$ cat src/hdl/rfpcd_pkg.sv
package rfpcd_pkg;

  // Default width of the edge-to-edge gap arithmetic.
  localparam int unsigned GAP_WIDTH_DEF = 16;

  // Reset values of the configuration registers.
  localparam logic [15:0] MIN_SYNC_RST = 16'd5000;
  localparam logic [5:0]  CODE_LEN_RST = 6'd24;

  // Bit counter value that marks the sync search.
  localparam logic [5:0] SYNC_MARK    = 6'd63;
  localparam logic [5:0] MAX_CODE_LEN = 6'd32;

  // The sync gap spans 31 units: 31 * x is (x << 5) - x.
  localparam int unsigned SYNC_RATIO = 31;
  localparam int unsigned SYNC_SHIFT = 5;

  // A long pulse spans 3 units: 3 * x is (x << 1) + x.
  localparam int unsigned LONG_SHIFT = 1;

  typedef enum logic {
    OP_EDGE = 1'b0,
    OP_READ = 1'b1
  } opcode_e;

  typedef enum logic {
    REG_MIN_SYNC = 1'b0,
    REG_CODE_LEN = 1'b1
  } reg_idx_e;

  // One item handed from the input register to the decoder.
  typedef struct packed {
    logic        go;
    opcode_e     opcode;
    logic [31:0] edge_time;
  } step_t;

  // Configuration seen by the decoder.
  typedef struct packed {
    logic [15:0] min_sync;
    logic [5:0]  code_len;
  } cfg_t;

  // One result item.
  typedef struct packed {
    logic        code_valid;
    logic [31:0] code;
    logic        ready_res;
  } result_t;

endpackage

$ cat src/hdl/rf_remote_pulse_code_decoder_unit.sv
// Pulse-width code decoder for a 433 MHz remote.
// Input stream: tdata carries the microsecond time of a line edge, tuser the
// operation (0 = edge, 1 = read and consume the held code). Every transfer,
// edge or read, produces exactly one output transfer: tdata is the code (zero
// unless a read took a held code), tuser[0] marks a returned code and tuser[1]
// tells whether a code is still held after that item.
// The decoder looks for a sync gap of about 31 units, then decodes pairs of
// gaps into bits until the configured code length is reached.
// Configuration: APB port, min_sync_length at 0x0, code_length at 0x4; write
// only while the stream is idle. pready is always high.
// An accepted item goes through the input register, then the result register.
// Throughput: one item per cycle while the output is not stalled; the whole
// decode step for an item is one pass from the input register to the result
// register; the unit pulse is one reciprocal multiply in the cycle after sync.
// Reset clears the decoder to sync search with nothing held and restores the
// register defaults. When the output is stalled, one more item is taken into
// the input register, then s_axis_tready falls until the result is taken.
module rf_remote_pulse_code_decoder_unit #(
  parameter int unsigned GAP_WIDTH = rfpcd_pkg::GAP_WIDTH_DEF
) (
  input  logic        clk_i,
  input  logic        rst_ni,
  // Input stream.
  input  logic        s_axis_tvalid,
  output logic        s_axis_tready,
  input  logic [31:0] s_axis_tdata,   // [31:0] edge_time_us
  input  logic        s_axis_tuser,   // [0] opcode
  // Output stream.
  output logic        m_axis_tvalid,
  input  logic        m_axis_tready,
  output logic [31:0] m_axis_tdata,   // [31:0] code
  output logic [1:0]  m_axis_tuser,   // [0] code_valid, [1] ready_res
  // Configuration port.
  input  logic        psel,
  input  logic        penable,
  input  logic        pwrite,
  input  logic [2:0]  paddr,
  input  logic [31:0] pwdata,
  output logic [31:0] prdata,
  output logic        pready
);

  logic                in_valid_q;
  rfpcd_pkg::opcode_e  in_op_q;
  logic [31:0]         in_time_q;
  logic                out_valid_q;
  rfpcd_pkg::result_t  out_res_q;
  logic                advance;
  logic [15:0]         min_sync_q;
  logic [5:0]          code_len_q;
  logic                cfg_wr;
  rfpcd_pkg::reg_idx_e cfg_idx;
  rfpcd_pkg::step_t    step;
  rfpcd_pkg::cfg_t     cfg;
  rfpcd_pkg::result_t  res;

  // The item in the input register moves on when the result slot is free.
  assign advance       = in_valid_q && (!out_valid_q || m_axis_tready);
  assign s_axis_tready = !in_valid_q || advance;

  // Input register.
  always_ff @(posedge clk_i or negedge rst_ni) begin
    if (!rst_ni) begin
      in_valid_q <= 1'b0;
    end else if (s_axis_tready) begin
      in_valid_q <= s_axis_tvalid;
    end
  end

  always_ff @(posedge clk_i) begin
    if (s_axis_tvalid && s_axis_tready) begin
      in_op_q   <= rfpcd_pkg::opcode_e'(s_axis_tuser);
      in_time_q <= s_axis_tdata;
    end
  end

  // Decoder.
  assign step.go        = advance;
  assign step.opcode    = in_op_q;
  assign step.edge_time = in_time_q;
  assign cfg.min_sync   = min_sync_q;
  assign cfg.code_len   = code_len_q;

  rfpcd_core #(
    .GAP_WIDTH (GAP_WIDTH)
  ) u_core (
    .clk_i  (clk_i),
    .rst_ni (rst_ni),
    .step_i (step),
    .cfg_i  (cfg),
    .res_o  (res)
  );

  // Result register.
  always_ff @(posedge clk_i or negedge rst_ni) begin
    if (!rst_ni) begin
      out_valid_q <= 1'b0;
    end else if (advance) begin
      out_valid_q <= 1'b1;
    end else if (m_axis_tready) begin
      out_valid_q <= 1'b0;
    end
  end

  always_ff @(posedge clk_i) begin
    if (advance) begin
      out_res_q <= res;
    end
  end

  assign m_axis_tvalid = out_valid_q;
  assign m_axis_tdata  = out_res_q.code;
  assign m_axis_tuser  = {out_res_q.ready_res, out_res_q.code_valid};

  // Configuration registers; the word address selects the register.
  assign pready  = 1'b1;
  assign cfg_wr  = psel && penable && pwrite;
  assign cfg_idx = rfpcd_pkg::reg_idx_e'(paddr[2]);

  always_ff @(posedge clk_i or negedge rst_ni) begin
    if (!rst_ni) begin
      min_sync_q <= rfpcd_pkg::MIN_SYNC_RST;
      code_len_q <= rfpcd_pkg::CODE_LEN_RST;
    end else if (cfg_wr) begin
      case (cfg_idx)
        rfpcd_pkg::REG_MIN_SYNC: min_sync_q <= pwdata[15:0];
        rfpcd_pkg::REG_CODE_LEN: code_len_q <= pwdata[5:0];
        default: ;
      endcase
    end
  end

  // Register readback.
  always_comb begin
    case (cfg_idx)
      rfpcd_pkg::REG_MIN_SYNC: prdata = 32'(min_sync_q);
      rfpcd_pkg::REG_CODE_LEN: prdata = 32'(code_len_q);
      default:                 prdata = '0;
    endcase
  end

endmodule

$ cat src/hdl/rfpcd_core.sv
module rfpcd_core #(
  parameter int unsigned GAP_WIDTH = rfpcd_pkg::GAP_WIDTH_DEF
) (
  input  logic               clk_i,
  input  logic               rst_ni,
  input  rfpcd_pkg::step_t   step_i,
  input  rfpcd_pkg::cfg_t    cfg_i,
  output rfpcd_pkg::result_t res_o
);

  // Exact reciprocal of 31 for GAP_WIDTH-bit dividends:
  // floor(x / 31) == (x * RECIP) >> (GAP_WIDTH + 5).
  localparam int unsigned RECIP_SHIFT = GAP_WIDTH + rfpcd_pkg::SYNC_SHIFT;
  localparam logic [63:0] RECIP_ONE   = 64'd1 << RECIP_SHIFT;
  localparam logic [GAP_WIDTH:0] RECIP =
    (GAP_WIDTH + 1)'(RECIP_ONE / 64'(rfpcd_pkg::SYNC_RATIO) + 64'd1);
  localparam int unsigned PROD_WIDTH = 2 * GAP_WIDTH + 1;

  // Decoder state.
  logic [5:0]           bit_count_q, bit_count_d;
  logic [GAP_WIDTH-1:0] unit_q, unit_d;
  logic [31:0]          last_edge_q, last_edge_d;
  logic [GAP_WIDTH-1:0] prev_gap_q, prev_gap_d;
  logic [GAP_WIDTH-1:0] first_q, first_d;
  logic [31:0]          shift_q, shift_d;
  logic [31:0]          held_code_q, held_code_d;
  logic                 held_q, held_d;

  // The unit pulse is worked out in the cycle after a sync hit; the edge that follows
  // sync does not need it, since that edge always fills the first half of a bit.
  logic                 div_pend_q, div_pend_d;
  logic [GAP_WIDTH-1:0] div_gap_q, div_gap_d;
  logic [PROD_WIDTH-1:0] div_prod;
  logic [GAP_WIDTH-1:0]  div_quot;

  logic [31:0]          time_diff;
  logic [GAP_WIDTH-1:0] gap;
  logic [GAP_WIDTH-1:0] min_sync_ext;
  logic [GAP_WIDTH-1:0] s_quarter, s_lo_base, s_hi_base, s_lo, s_hi;
  logic [GAP_WIDTH-1:0] u_quarter, u_lo, u_hi, u_lo3, u_hi3;
  logic                 sync_ok, one_ok, zero_ok;
  logic [5:0]           eff_len;
  logic [5:0]           bit_inc;
  rfpcd_pkg::result_t   res;

  // Gap since the previous edge, truncated to the gap width.
  assign time_diff    = step_i.edge_time - last_edge_q;
  assign gap          = time_diff[GAP_WIDTH-1:0];
  assign min_sync_ext = GAP_WIDTH'(cfg_i.min_sync);

  // Sync window: 31 times the previous gap, plus or minus a quarter; all wraps.
  assign s_quarter = prev_gap_q >> 2;
  assign s_lo_base = prev_gap_q - s_quarter;
  assign s_hi_base = prev_gap_q + s_quarter;
  assign s_lo      = (s_lo_base << rfpcd_pkg::SYNC_SHIFT) - s_lo_base;
  assign s_hi      = (s_hi_base << rfpcd_pkg::SYNC_SHIFT) - s_hi_base;
  assign sync_ok   = (gap > min_sync_ext) && (prev_gap_q != '0) &&
                     (gap > s_lo) && (gap < s_hi);

  // Short and long pulse windows around the unit pulse.
  assign u_quarter = unit_q >> 2;
  assign u_lo      = unit_q - u_quarter;
  assign u_hi      = unit_q + u_quarter;
  assign u_lo3     = (u_lo << rfpcd_pkg::LONG_SHIFT) + u_lo;
  assign u_hi3     = (u_hi << rfpcd_pkg::LONG_SHIFT) + u_hi;

  // Long then short is a one; short then long is a zero.
  assign one_ok  = (first_q > u_lo3) && (first_q < u_hi3) && (gap > u_lo) && (gap < u_hi);
  assign zero_ok = (gap > u_lo3) && (gap < u_hi3) && (first_q > u_lo) && (first_q < u_hi);

  // A code length of zero or above the word width means a full word.
  assign eff_len = ((cfg_i.code_len == '0) || (cfg_i.code_len > rfpcd_pkg::MAX_CODE_LEN)) ?
                   rfpcd_pkg::MAX_CODE_LEN : cfg_i.code_len;
  assign bit_inc = bit_count_q + 6'd1;

  // Unit pulse from the registered sync gap.
  assign div_prod = PROD_WIDTH'(div_gap_q) * PROD_WIDTH'(RECIP);
  assign div_quot = GAP_WIDTH'(div_prod[PROD_WIDTH-1:RECIP_SHIFT]);

  // Next state and result for the item in the input register.
  always_comb begin
    bit_count_d = bit_count_q;
    unit_d      = unit_q;
    last_edge_d = last_edge_q;
    prev_gap_d  = prev_gap_q;
    first_d     = first_q;
    shift_d     = shift_q;
    held_code_d = held_code_q;
    held_d      = held_q;
    div_pend_d  = 1'b0;
    div_gap_d   = div_gap_q;
    res         = '0;

    if (div_pend_q) begin
      unit_d = div_quot;
    end

    if (step_i.go) begin
      case (step_i.opcode)
        rfpcd_pkg::OP_READ: begin
          if (held_q) begin
            res.code_valid = 1'b1;
            res.code       = held_code_q;
            held_d         = 1'b0;
          end
        end
        rfpcd_pkg::OP_EDGE: begin
          // Edges are dropped entirely while a code waits to be read.
          if (!held_q) begin
            last_edge_d = step_i.edge_time;
            if (bit_count_q == rfpcd_pkg::SYNC_MARK) begin
              if (sync_ok) begin
                div_pend_d  = 1'b1;
                div_gap_d   = gap;
                prev_gap_d  = '0;
                bit_count_d = '0;
              end else begin
                prev_gap_d = gap;
              end
            end else if (first_q == '0) begin
              // An empty first half takes this gap.
              first_d = gap;
            end else begin
              first_d = '0;
              if (one_ok) begin
                shift_d     = {shift_q[30:0], 1'b1};
                bit_count_d = bit_inc;
              end else if (zero_ok) begin
                shift_d     = {shift_q[30:0], 1'b0};
                bit_count_d = bit_inc;
              end else begin
                bit_count_d = rfpcd_pkg::SYNC_MARK;
                shift_d     = '0;
                unit_d      = '0;
              end
              // Word complete: hold it and search for sync again.
              if (bit_count_d == eff_len) begin
                held_code_d = shift_d;
                held_d      = 1'b1;
                bit_count_d = rfpcd_pkg::SYNC_MARK;
                shift_d     = '0;
                unit_d      = '0;
              end
            end
          end
        end
        default: ;
      endcase
    end

    res.ready_res = held_d;
  end

  assign res_o = res;

  // State registers.
  always_ff @(posedge clk_i or negedge rst_ni) begin
    if (!rst_ni) begin
      bit_count_q <= rfpcd_pkg::SYNC_MARK;
      unit_q      <= '0;
      last_edge_q <= '0;
      prev_gap_q  <= '0;
      first_q     <= '0;
      shift_q     <= '0;
      held_code_q <= '0;
      held_q      <= 1'b0;
      div_pend_q  <= 1'b0;
    end else begin
      bit_count_q <= bit_count_d;
      unit_q      <= unit_d;
      last_edge_q <= last_edge_d;
      prev_gap_q  <= prev_gap_d;
      first_q     <= first_d;
      shift_q     <= shift_d;
      held_code_q <= held_code_d;
      held_q      <= held_d;
      div_pend_q  <= div_pend_d;
    end
  end

  // Divider operand.
  always_ff @(posedge clk_i) begin
    div_gap_q <= div_gap_d;
  end

endmodule

$ cat config.mk
export PLATFORM = sky130hd
export DESIGN_NAME = rf_remote_pulse_code_decoder_unit
export DESIGN_NICKNAME = d
export VERILOG_FILES = /design/src/hdl/rfpcd_pkg.sv /design/src/hdl/rf_remote_pulse_code_decoder_unit.sv /design/src/hdl/rfpcd_core.sv
export SDC_FILE = /design/constraint.sdc
export NUM_CORES = 1
export LEC_CHECK = 0
export BUFFER_PORTS_ARGS = -buffer_cell sky130_fd_sc_hd__buf_2
export CAP_MARGIN = 0
export CORE_UTILIZATION = 50
export CTS_CLUSTER_SIZE = 25
export DETAILED_ROUTE_END_ITERATION = 12
export GPL_ROUTABILITY_DRIVEN = 0
export PLACE_DENSITY_LB_ADDON = 0.25
export SLEW_MARGIN = 25
export SYNTH_ARGS = -nofsm -noshare
export SYNTH_HDL_FRONTEND = slang
export SYNTH_SLANG_ARGS = --single-unit
$ cat constraint.sdc
create_clock -name clk_i -period 15.16 [get_ports clk_i]
set_input_delay 0.758 -clock clk_i [delete_from_list [all_inputs] [get_ports clk_i]]
set_output_delay 0.758 -clock clk_i [all_outputs]
set_load 0.01 [all_outputs]
==> results of run 1 <==
==> cell families after synthesis <==
logic type,Yosys count
fa+ha+maj,422
other cells,2
simple gates,495
mux,57
xor+xnor,138
flops,226
compound gates,541
buf+inv,325
==> layer usage <==
layer / track usage, % / vias up
met2: 39.79 / 380
met3: 3.017 / 99
met4: 7.051 / 0
met5: 0 / -
li1: - / 8007
met1: 32.20 / 7945
==> state kept, by name, summed over array words and instances, names as in the netlist, 16 cells and up <==
name                count
in_time_q              16
m_axis_tdata           32
min_sync_q             16
u_core.div_gap_q       16
u_core.first_q         16
u_core.held_code_q     32
u_core.last_edge_q     16
u_core.prev_gap_q      16
u_core.shift_q         31
u_core.unit_q          16
==> per-stage QoR <==
step | worst slack, ps | instance area (µm²)
CTS | 7839 | 22760
global placement | 7646 | 21860
finish | 7823 | 22780
global route | 7157 | 22780
detailed placement | 7898 | 21910
floorplan | 9074 | 21090
==> cell usage after synthesis (5+ instances only) <==
cell	count	area, µm²
sky130_fd_sc_hd__ha_1	393	4917
sky130_fd_sc_hd__inv_1	249	934.7
sky130_fd_sc_hd__dfrtp_1	146	3654
sky130_fd_sc_hd__a21oi_1	137	685.7
sky130_fd_sc_hd__o21ai_0	125	625.6
sky130_fd_sc_hd__nand2_1	104	390.4
sky130_fd_sc_hd__xnor2_1	96	840.8
sky130_fd_sc_hd__nor2_1	84	315.3
sky130_fd_sc_hd__edfxtp_1	67	2012
sky130_fd_sc_hd__a21o_1	51	382.9
sky130_fd_sc_hd__nand3_1	49	245.2
sky130_fd_sc_hd__and3_1	45	281.5
sky130_fd_sc_hd__xor2_1	38	332.8
sky130_fd_sc_hd__clkbuf_1	37	138.9
sky130_fd_sc_hd__o21bai_1	34	255.2
sky130_fd_sc_hd__nand2b_1	33	206.5
sky130_fd_sc_hd__nor3_1	33	165.2
sky130_fd_sc_hd__and2_1	32	200.2
sky130_fd_sc_hd__a22o_1	31	271.5
sky130_fd_sc_hd__mux2_1	29	326.6
sky130_fd_sc_hd__fa_1	28	560.5
sky130_fd_sc_hd__mux2_2	27	304.0
sky130_fd_sc_hd__nor2b_1	27	168.9
sky130_fd_sc_hd__nand4_1	25	156.4
sky130_fd_sc_hd__o21a_1	23	172.7
sky130_fd_sc_hd__buf_4	17	127.6
sky130_fd_sc_hd__o31ai_1	17	127.6
sky130_fd_sc_hd__a211oi_1	16	120.1
sky130_fd_sc_hd__a31oi_1	14	87.58
sky130_fd_sc_hd__dfstp_2	13	341.6
sky130_fd_sc_hd__nor4_1	13	81.33
sky130_fd_sc_hd__buf_6	10	112.6
sky130_fd_sc_hd__o211ai_1	10	75.07
sky130_fd_sc_hd__or2_2	9	56.30
sky130_fd_sc_hd__a31o_2	6	52.55
sky130_fd_sc_hd__and4_1	6	52.55
sky130_fd_sc_hd__buf_2	6	30.03
sky130_fd_sc_hd__nor3b_1	6	45.04
sky130_fd_sc_hd__o22ai_1	6	37.54
sky130_fd_sc_hd__a41oi_1	5	43.79
==> final cells by class <==
type	count	area, µm²
inverter	252	945.9
fill	3648	18430
multi-input combinational	1670	13720
clock inverter	14	143.9
sequential	226	6007
tap	532	665.6
clock buffer	32	701.9
timing repair buffer	102	593.1
==> worst min path at each step <==
stage	slack (ps)	cells after the start	end	from
2_1_floorplan	450	1	u_core.held_code_q[10]	u_core.held_code_q[10]
3_3_place_gp	460	1	u_core.held_code_q[20]	u_core.held_code_q[20]
3_5_place_dp	470	1	u_core.held_code_q[4]	u_core.held_code_q[4]
4_1_cts	270	1	min_sync_q[10]	rst_ni
5_1_grt	310	1	min_sync_q[13]	rst_ni
6_report	250	1	min_sync_q[10]	rst_ni
==> critical path: cells and delay by family (launching register included) <==
kind | cells | cell delay [ps]
flip-flops | 1 | 430
buffers and inverters | 2 | 180
AND/OR/NAND/NOR | 8 | 1420
AO/OA/AOI/OAI | 15 | 3650
adder cells (fa/ha/maj) | 3 | 1000
XOR/XNOR | 2 | 530
==> impl_results.rst, run 1 <==
.. list-table::
   :header-rows: 1

   * - Metric
     - Value
   * - Iteration-0 DRC count of the detailed router
     - 837
   * - Number of buffers created by CTS
     - 25
   * - Arithmetic-cell share of the synthesized area counting full adders, half adders and majority gates
     - 26.09%
   * - Most frequent standard cell in the layout excluding fill and tap cells
     - sky130_fd_sc_hd__ha_1
   * - Final Hold Viols
     - 0
   * - Post-detail-place hpwl
     - 39450 µm
   * - Share of post-route cells with drive strength above 1
     - 9.843%
   * - Worst-path maximum fanout
     - 16
   * - Crit share post-route
     - 48.40%
   * - Detailed-router iteration count before antenna repair
     - 5
   * - WL met1
     - 23610 µm
   * - Setup slack on the worst flop-to-flop path
     - 7820 ps
   * - Met2 WL
     - 23700 µm
   * - EDFF count, synth
     - 67
   * - Die Footprint
     - 0.04289 mm²
   * - Number of antenna violations at the first check in global routing
     - 0
   * - I/O pins
     - 144
   * - Simple-gate share of the synthesized area
     - 12.47%
   * - Warnings from Yosys
     - 0
   * - Aggregate routed wire length
     - 51110 µm
   * - Site Rows
     - 74
   * - Largest family of logic cells by synthesized area
     - adder cells
   * - Most frequent cells in the layout
     - 393 x sky130_fd_sc_hd__ha_1, 249 x sky130_fd_sc_hd__inv_1, 146 x sky130_fd_sc_hd__dfrtp_1, 137 x sky130_fd_sc_hd__a21oi_1, 125 x sky130_fd_sc_hd__o21ai_0
   * - Slowest-stage cell, CP
     - sky130_fd_sc_hd__a31oi_2
   * - Minimum clock period after layout
     - 7337 ps
   * - Cell mode on critical path
     - sky130_fd_sc_hd__a21oi_1
   * - Data required time of the worst path
     - 15600 ps
   * - Buffers added on ports
     - 92
   * - Share of synthesized flip-flops with an asynchronous set or reset
     - 70.35%
   * - TritonCTS clock tree
     - yes
   * - Sinks on the clock net
     - 226
   * - Total setup violations reported at the end of the flow
     - 0
   * - Hold bufs inserted after CTS
     - 0
   * - Area of the core region
     - 0.04120 mm²
   * - Max Transition Viols Final
     - 0
   * - Initial Utilization
     - 51.04%
   * - DRC violation count after routing
     - 0
   * - Main synth FF type
     - sky130_fd_sc_hd__dfrtp_1
   * - Number of vias per cell
     - 5.810
   * - Average detailed-routed wire length per instance
     - 18.07 µm
   * - Cell count after placement
     - 2781
   * - RSZ-0062 raised after global routing
     - false
   * - Distinct cell type count after synthesis
     - 99
   * - Maximum number of pins on one net before global-route repair
     - 85
   * - Post-route clock skew
     - 30.46 ps
   * - DR top layer
     - met4
   * - # H-tree levels
     - 1
   * - Post-Syn Area
     - 0.02103 mm²
   * - Net count of the finished layout
     - 2773
   * - Average cell area after synthesis
     - 9.534 µm²
   * - Endpoint of the worst-slack reg-to-reg timing path
     - u_core.unit_q[14]
   * - Final Core Density
     - 55.28%
   * - Worst-skew pair later-pin latency
     - 570 ps
   * - Complex-gate fraction of the synthesized area
     - 17.26%
   * - Top achievable clock speed
     - 0.1363 GHz
   * - First-pass GRT wire length
     - 83810 µm
   * - Yosys reg bits
     - 226
   * - Post-CTS setup buffer count
     - 0
   * - Leftover overflow at the end of global routing
     - 0
   * - Post-synthesis sequential area ratio
     - 28.56%
   * - Crit Path Category
     - reg2reg
   * - Post-synthesis share of cell area spent on xor and xnor gates
     - 6.032%
   * - Reported max-cap violation count
     - 0
   * - Count of antenna-violating nets left after detailed routing
     - 0
   * - Cell at the root of the clock tree
     - sky130_fd_sc_hd__clkbuf_16
   * - Number of buffers on the longest clock path
     - 3
   * - Slowest Stage Delay on Critical Path
     - 780 ps
   * - Endpoint of the worst setup timing path
     - u_core.unit_q[14]
   * - Slew HR
     - 32.20%
   * - Summed negative setup slack over all endpoints
     - 0 ps
   * - Status
     - finished, final reports clean
   * - Clock slew at the register clock pins of the worst setup and hold paths
     - 60 ps
   * - Die Y-Extent
     - 207.1 µm
   * - Via count of the first global-routing pass
     - 16370
   * - Tightest Pin Transition
     - 1012 ps
   * - Crit. End Element
     - flip-flop
   * - Number of standard cells in the final layout excluding fillers
     - 2828
   * - Area added between synthesis and finish
     - 8.293%
   * - Multiplexer area fraction after synthesis
     - 3.046%
   * - Reg2Reg Depth
     - 30
   * - Post-CTS resize count
     - 0
   * - Overall routing resource usage
     - 23.80%
   * - Antenna fix cells
     - 0
   * - Gate count after technology mapping
     - 2206
   * - Tightest hold margin
     - 254.3 ps
   * - Reg2reg start
     - u_core.unit_q[4]
   * - Startpoint types
     - flip-flop
   * - Routed vias
     - 16430
   * - CP Launch Point
     - u_core.unit_q[4]
   * - Routed length on met3
     - 2427 µm
   * - Arrival time at the worst endpoint
     - 7780 ps
   * - HP Class
     - in2async
   * - Chip Width
     - 207.1 µm
Power of run 1 is not shown: default switching activity piles up to over one toggle a cycle in this logic, so the estimate is an artifact.
==> run 2: changes to the inputs <==
--- a/config.mk
+++ b/config.mk
@@ -5,6 +5,7 @@
 export SDC_FILE = /design/constraint.sdc
 export NUM_CORES = 1
 export LEC_CHECK = 0
+export ABC_AREA = 1
 export BUFFER_PORTS_ARGS = -buffer_cell sky130_fd_sc_hd__buf_2
 export CAP_MARGIN = 0
 export CORE_UTILIZATION = 50
==> constraint.sdc (replaced) <==
create_clock -name clk_i -period 6.1 [get_ports clk_i]
set_input_delay 0.305 -clock clk_i [delete_from_list [all_inputs] [get_ports clk_i]]
set_output_delay 0.305 -clock clk_i [all_outputs]
set_load 0.01 [all_outputs]
==> impl_results.rst, run 2 <==
.. list-table::
   :header-rows: 1

   * - Metric
     - Value
   * - Iteration-0 DRC count of the detailed router
     - 1076 (+29%)
   * - Most area-hungry cell type in the Yosys netlist
     - sky130_fd_sc_hd__ha_1
   * - Worst Path Buf+Inv
     - 11 (+9)
   * - Maximum number of pins on one net before global-route repair
     - 94 (+11%)
   * - Share of the synthesized area in the top cell type
     - 23.15% (-0.23 points)
   * - Number of vias per cell
     - 5.474 (-5.8%)
   * - Share of post-route cells with drive strength above 1
     - 16.75% (+6.9 points)
   * - Final Hold Viols
     - 0 (unchanged)
   * - Cell count after placement
     - 3355 (+21%)
   * - Area added between synthesis and finish
     - 19.83%
   * - Die Y-Extent
     - 208.1 µm (+0.49%)
   * - EDFF count, synth
     - 67 (unchanged)
   * - Most frequent cell after synthesis
     - sky130_fd_sc_hd__nand2_1
   * - Yosys reg bits
     - 226 (unchanged)
   * - Data required time of the worst path
     - 6530 ps (-9070 ps)
   * - Count of antenna-violating nets left after detailed routing
     - 0 (unchanged)
   * - Routed vias
     - 19000 (+16%)
   * - Startpoint types
     - flip-flop
   * - Crit Path Category
     - reg2reg
   * - Antenna fix cells
     - 0 (unchanged)
   * - Top achievable clock speed
     - 0.1630 GHz (+20%)
   * - Tightest Pin Transition
     - 959.2 ps (-52.44 ps)
   * - Slowest-stage cell, CP
     - sky130_fd_sc_hd__dfrtp_2
   * - Chip Width
     - 208.1 µm (+0.49%)
   * - Post-synthesis sequential area ratio
     - 28.28% (-0.28 points)
   * - Share of synthesized flip-flops with an asynchronous set or reset
     - 70.35% (unchanged)
   * - Worst-path maximum fanout
     - 8 (-8)
   * - DRC violation count after routing
     - 0 (unchanged)
   * - Crit share post-route
     - 100.5% (+52 points)
   * - Final standard cell area without fillers
     - 0.02545 mm² (+12%)
   * - Via count of the first global-routing pass
     - 18930 (+16%)
   * - Post-Syn Area
     - 0.02124 mm² (+0.98%)
   * - Post-place instance area
     - 0.02296 mm² (+4.8%)
   * - Family with the most delay on the worst path
     - simple AND/OR/NAND/NOR gates
   * - HP Class
     - in2reg
   * - Detailed-router iteration count before antenna repair
     - 7 (+2)
   * - Worst Setup Slack, final
     - -33.30 ps (-7856 ps)
   * - Net count of the finished layout
     - 3407 (+23%)
   * - Site Rows
     - 75 (+1.4%)
   * - Area of the core region
     - 0.04195 mm² (+1.8%)
   * - Slowest Stage Delay on Critical Path
     - 460 ps (-320 ps)
   * - Number of buffers on the longest clock path
     - 3 (unchanged)
   * - Total setup violations reported at the end of the flow
     - 23 (+23)
   * - Post-route clock skew
     - 11.31 ps (-19.15 ps)
   * - Number of standard cells in the final layout excluding fillers
     - 3470 (+23%)
   * - Die Footprint
     - 0.04330 mm² (+0.97%)
   * - RSZ-0062 raised after global routing
     - true
   * - Crit. End Element
     - flip-flop
   * - Max Transition Viols Final
     - 0 (unchanged)
   * - Sinks on the clock net
     - 226 (unchanged)
   * - Top cells by instance count after synthesis
     - 477 x sky130_fd_sc_hd__nand2_1, 433 x sky130_fd_sc_hd__inv_1, 393 x sky130_fd_sc_hd__ha_1
   * - Post-detail-place hpwl
     - 43110 µm (+9.3%)
   * - Cell mode on critical path
     - sky130_fd_sc_hd__nand2_1
   * - Main synth FF type
     - sky130_fd_sc_hd__dfrtp_1
   * - Average detailed-routed wire length per instance
     - 16.71 µm (-7.5%)
   * - First-pass GRT wire length
     - 92880 µm (+11%)
   * - Overall routing resource usage
     - 26.20% (+2.4 points)
   * - Aggregate routed wire length
     - 57980 µm (+13%)
   * - Average cell area after synthesis
     - 7.957 µm² (-17%)
   * - Initial Utilization
     - 50.63% (-0.41 points)
   * - Buffers added on ports
     - 92 (unchanged)
   * - Distinct cell type count after synthesis
     - 59 (-40%)
   * - TritonCTS clock tree
     - yes
   * - I/O pins
     - 144 (unchanged)
   * - Largest cells by area after synthesis
     - sky130_fd_sc_hd__ha_1 23%, sky130_fd_sc_hd__dfrtp_1 17%, sky130_fd_sc_hd__edfxtp_1 9.5%
   * - Slew HR
     - 35.84% (+3.6 points)
   * - Cell at the root of the clock tree
     - sky130_fd_sc_hd__clkbuf_16
   * - Leftover overflow at the end of global routing
     - 0 (unchanged)
   * - Worst-skew pair later-pin latency
     - 550 ps (-20 ps)
   * - Reported max-cap violation count
     - 0 (unchanged)
   * - Minimum clock period after layout
     - 6133 ps (-1204 ps)
   * - Gate count after technology mapping
     - 2669 (+21%)
   * - # H-tree levels
     - 1 (unchanged)
   * - Clock slew at the register clock pins of the worst setup and hold paths
     - 60 ps (about the same)
   * - Number of antenna violations at the first check in global routing
     - 0 (unchanged)
   * - Number of buffers created by CTS
     - 26 (+4.0%)
   * - Most frequent cells in the layout
     - 431 x sky130_fd_sc_hd__nand2_1, 416 x sky130_fd_sc_hd__inv_1, 370 x sky130_fd_sc_hd__ha_1, 205 x sky130_fd_sc_hd__a21oi_1, 187 x sky130_fd_sc_hd__nor2_1
   * - Warnings from Yosys
     - 0 (unchanged)
   * - Status
     - complete, but fails checks
   * - Most frequent standard cell in the layout excluding fill and tap cells
     - sky130_fd_sc_hd__nand2_1
   * - Failing checks
     - negative setup slack
   * - Arrival time at the worst endpoint
     - 6570 ps (-1210 ps)
run 2: area by class of cell:
type / count / area, µm²
Clock inverter: 14 / 166.4
Multi-Input combinational cell: 1942 / 14060
Clock buffer: 34 / 711.9
Sequential cell: 226 / 6011
Tap cell: 539 / 674.4
Inverter: 441 / 1663
Timing Repair Buffer: 274 / 2167
Fill cell: 3604 / 16500
run 2: per-layer routing:
metal | up-vias | share of wire, % | track usage [%]
met5 | - | 0 | 0
met4 | 0 | 2.5 | 7.356
met3 | 99 | 5.0 | 2.838
met2 | 504 | 48 | 45.34
met1 | 9036 | 44 | 34.62
li1 | 9356 | - | -
run 2: worst reg2reg max path: cells and delay by family, from the launching register on:
kind,cells,cell delay (ps)
AOI/OAI and AO/OA,10,1410
xor gates and xnor gates,2,500
adders and majority gates,3,800
buffers and inverters,11,1240
DFF,1,460
and+or+nand+nor,20,1610
run 2: final timing paths:
| path | start | to | slack [ps] | cells after the start |
|---|---|---|---|---|
| worst max-delay path | u_core.unit_q[2] | u_core.unit_q[0] | -30 | 46 |
| worst min-delay path | pwdata[8] | min_sync_q[8] | 20 | 3 |
| worst min register to register | u_core.held_code_q[10] | u_core.held_code_q[10] | 470 | 2 |
| min in group asynchronous | rst_ni | u_core.prev_gap_q[3] | 210 | 2 |
| worst max register to register | u_core.unit_q[2] | u_core.unit_q[0] | -30 | 46 |
| max in group asynchronous | rst_ni | u_core.held_code_q[30] | 4300 | 4 |
run 2: cells by family (layout without fill, tap and decap cells):
kind of cell	Yosys count	count (layout)	share of synthesized area [%]
and+or+nand+nor	946	946	19.24
buffers and inverters	516	763	9.703
AOI/OAI and AO/OA	434	434	11.76
adders and majority gates	421	421	25.79
DFF	226	226	28.28
xor gates and xnor gates	123	123	5.137
other	2	17	0.03536
muxes	1	1	0.05302
run 2: per-stage QoR:
step	hold slack [ps]	setup TNS (ps)	utilization (%)	setup slack (ps)
after CTS	0.3585	-537.9	58.90	-34.14
after detailed placement	460.6	-17040	54.74	-249.4
after floorplan	9.409	0	-	209.1
after global placement	460.9	-11610	54.73	-165.4
final	23.00	-480.5	60.67	-33.30
after global routing	40.48	-26530	60.67	-338.3
run 2: timing repair:
action                     in CTS  in global routing
hold buffers                   28                  0
cloned                          3                  4
hold endpoints to repair      108                  0
setup endpoints to repair      87                119
buffers inserted               21                 12
resized for setup              67                142
pin swaps                      53                 58
Power of run 2 is left out for the same reason.
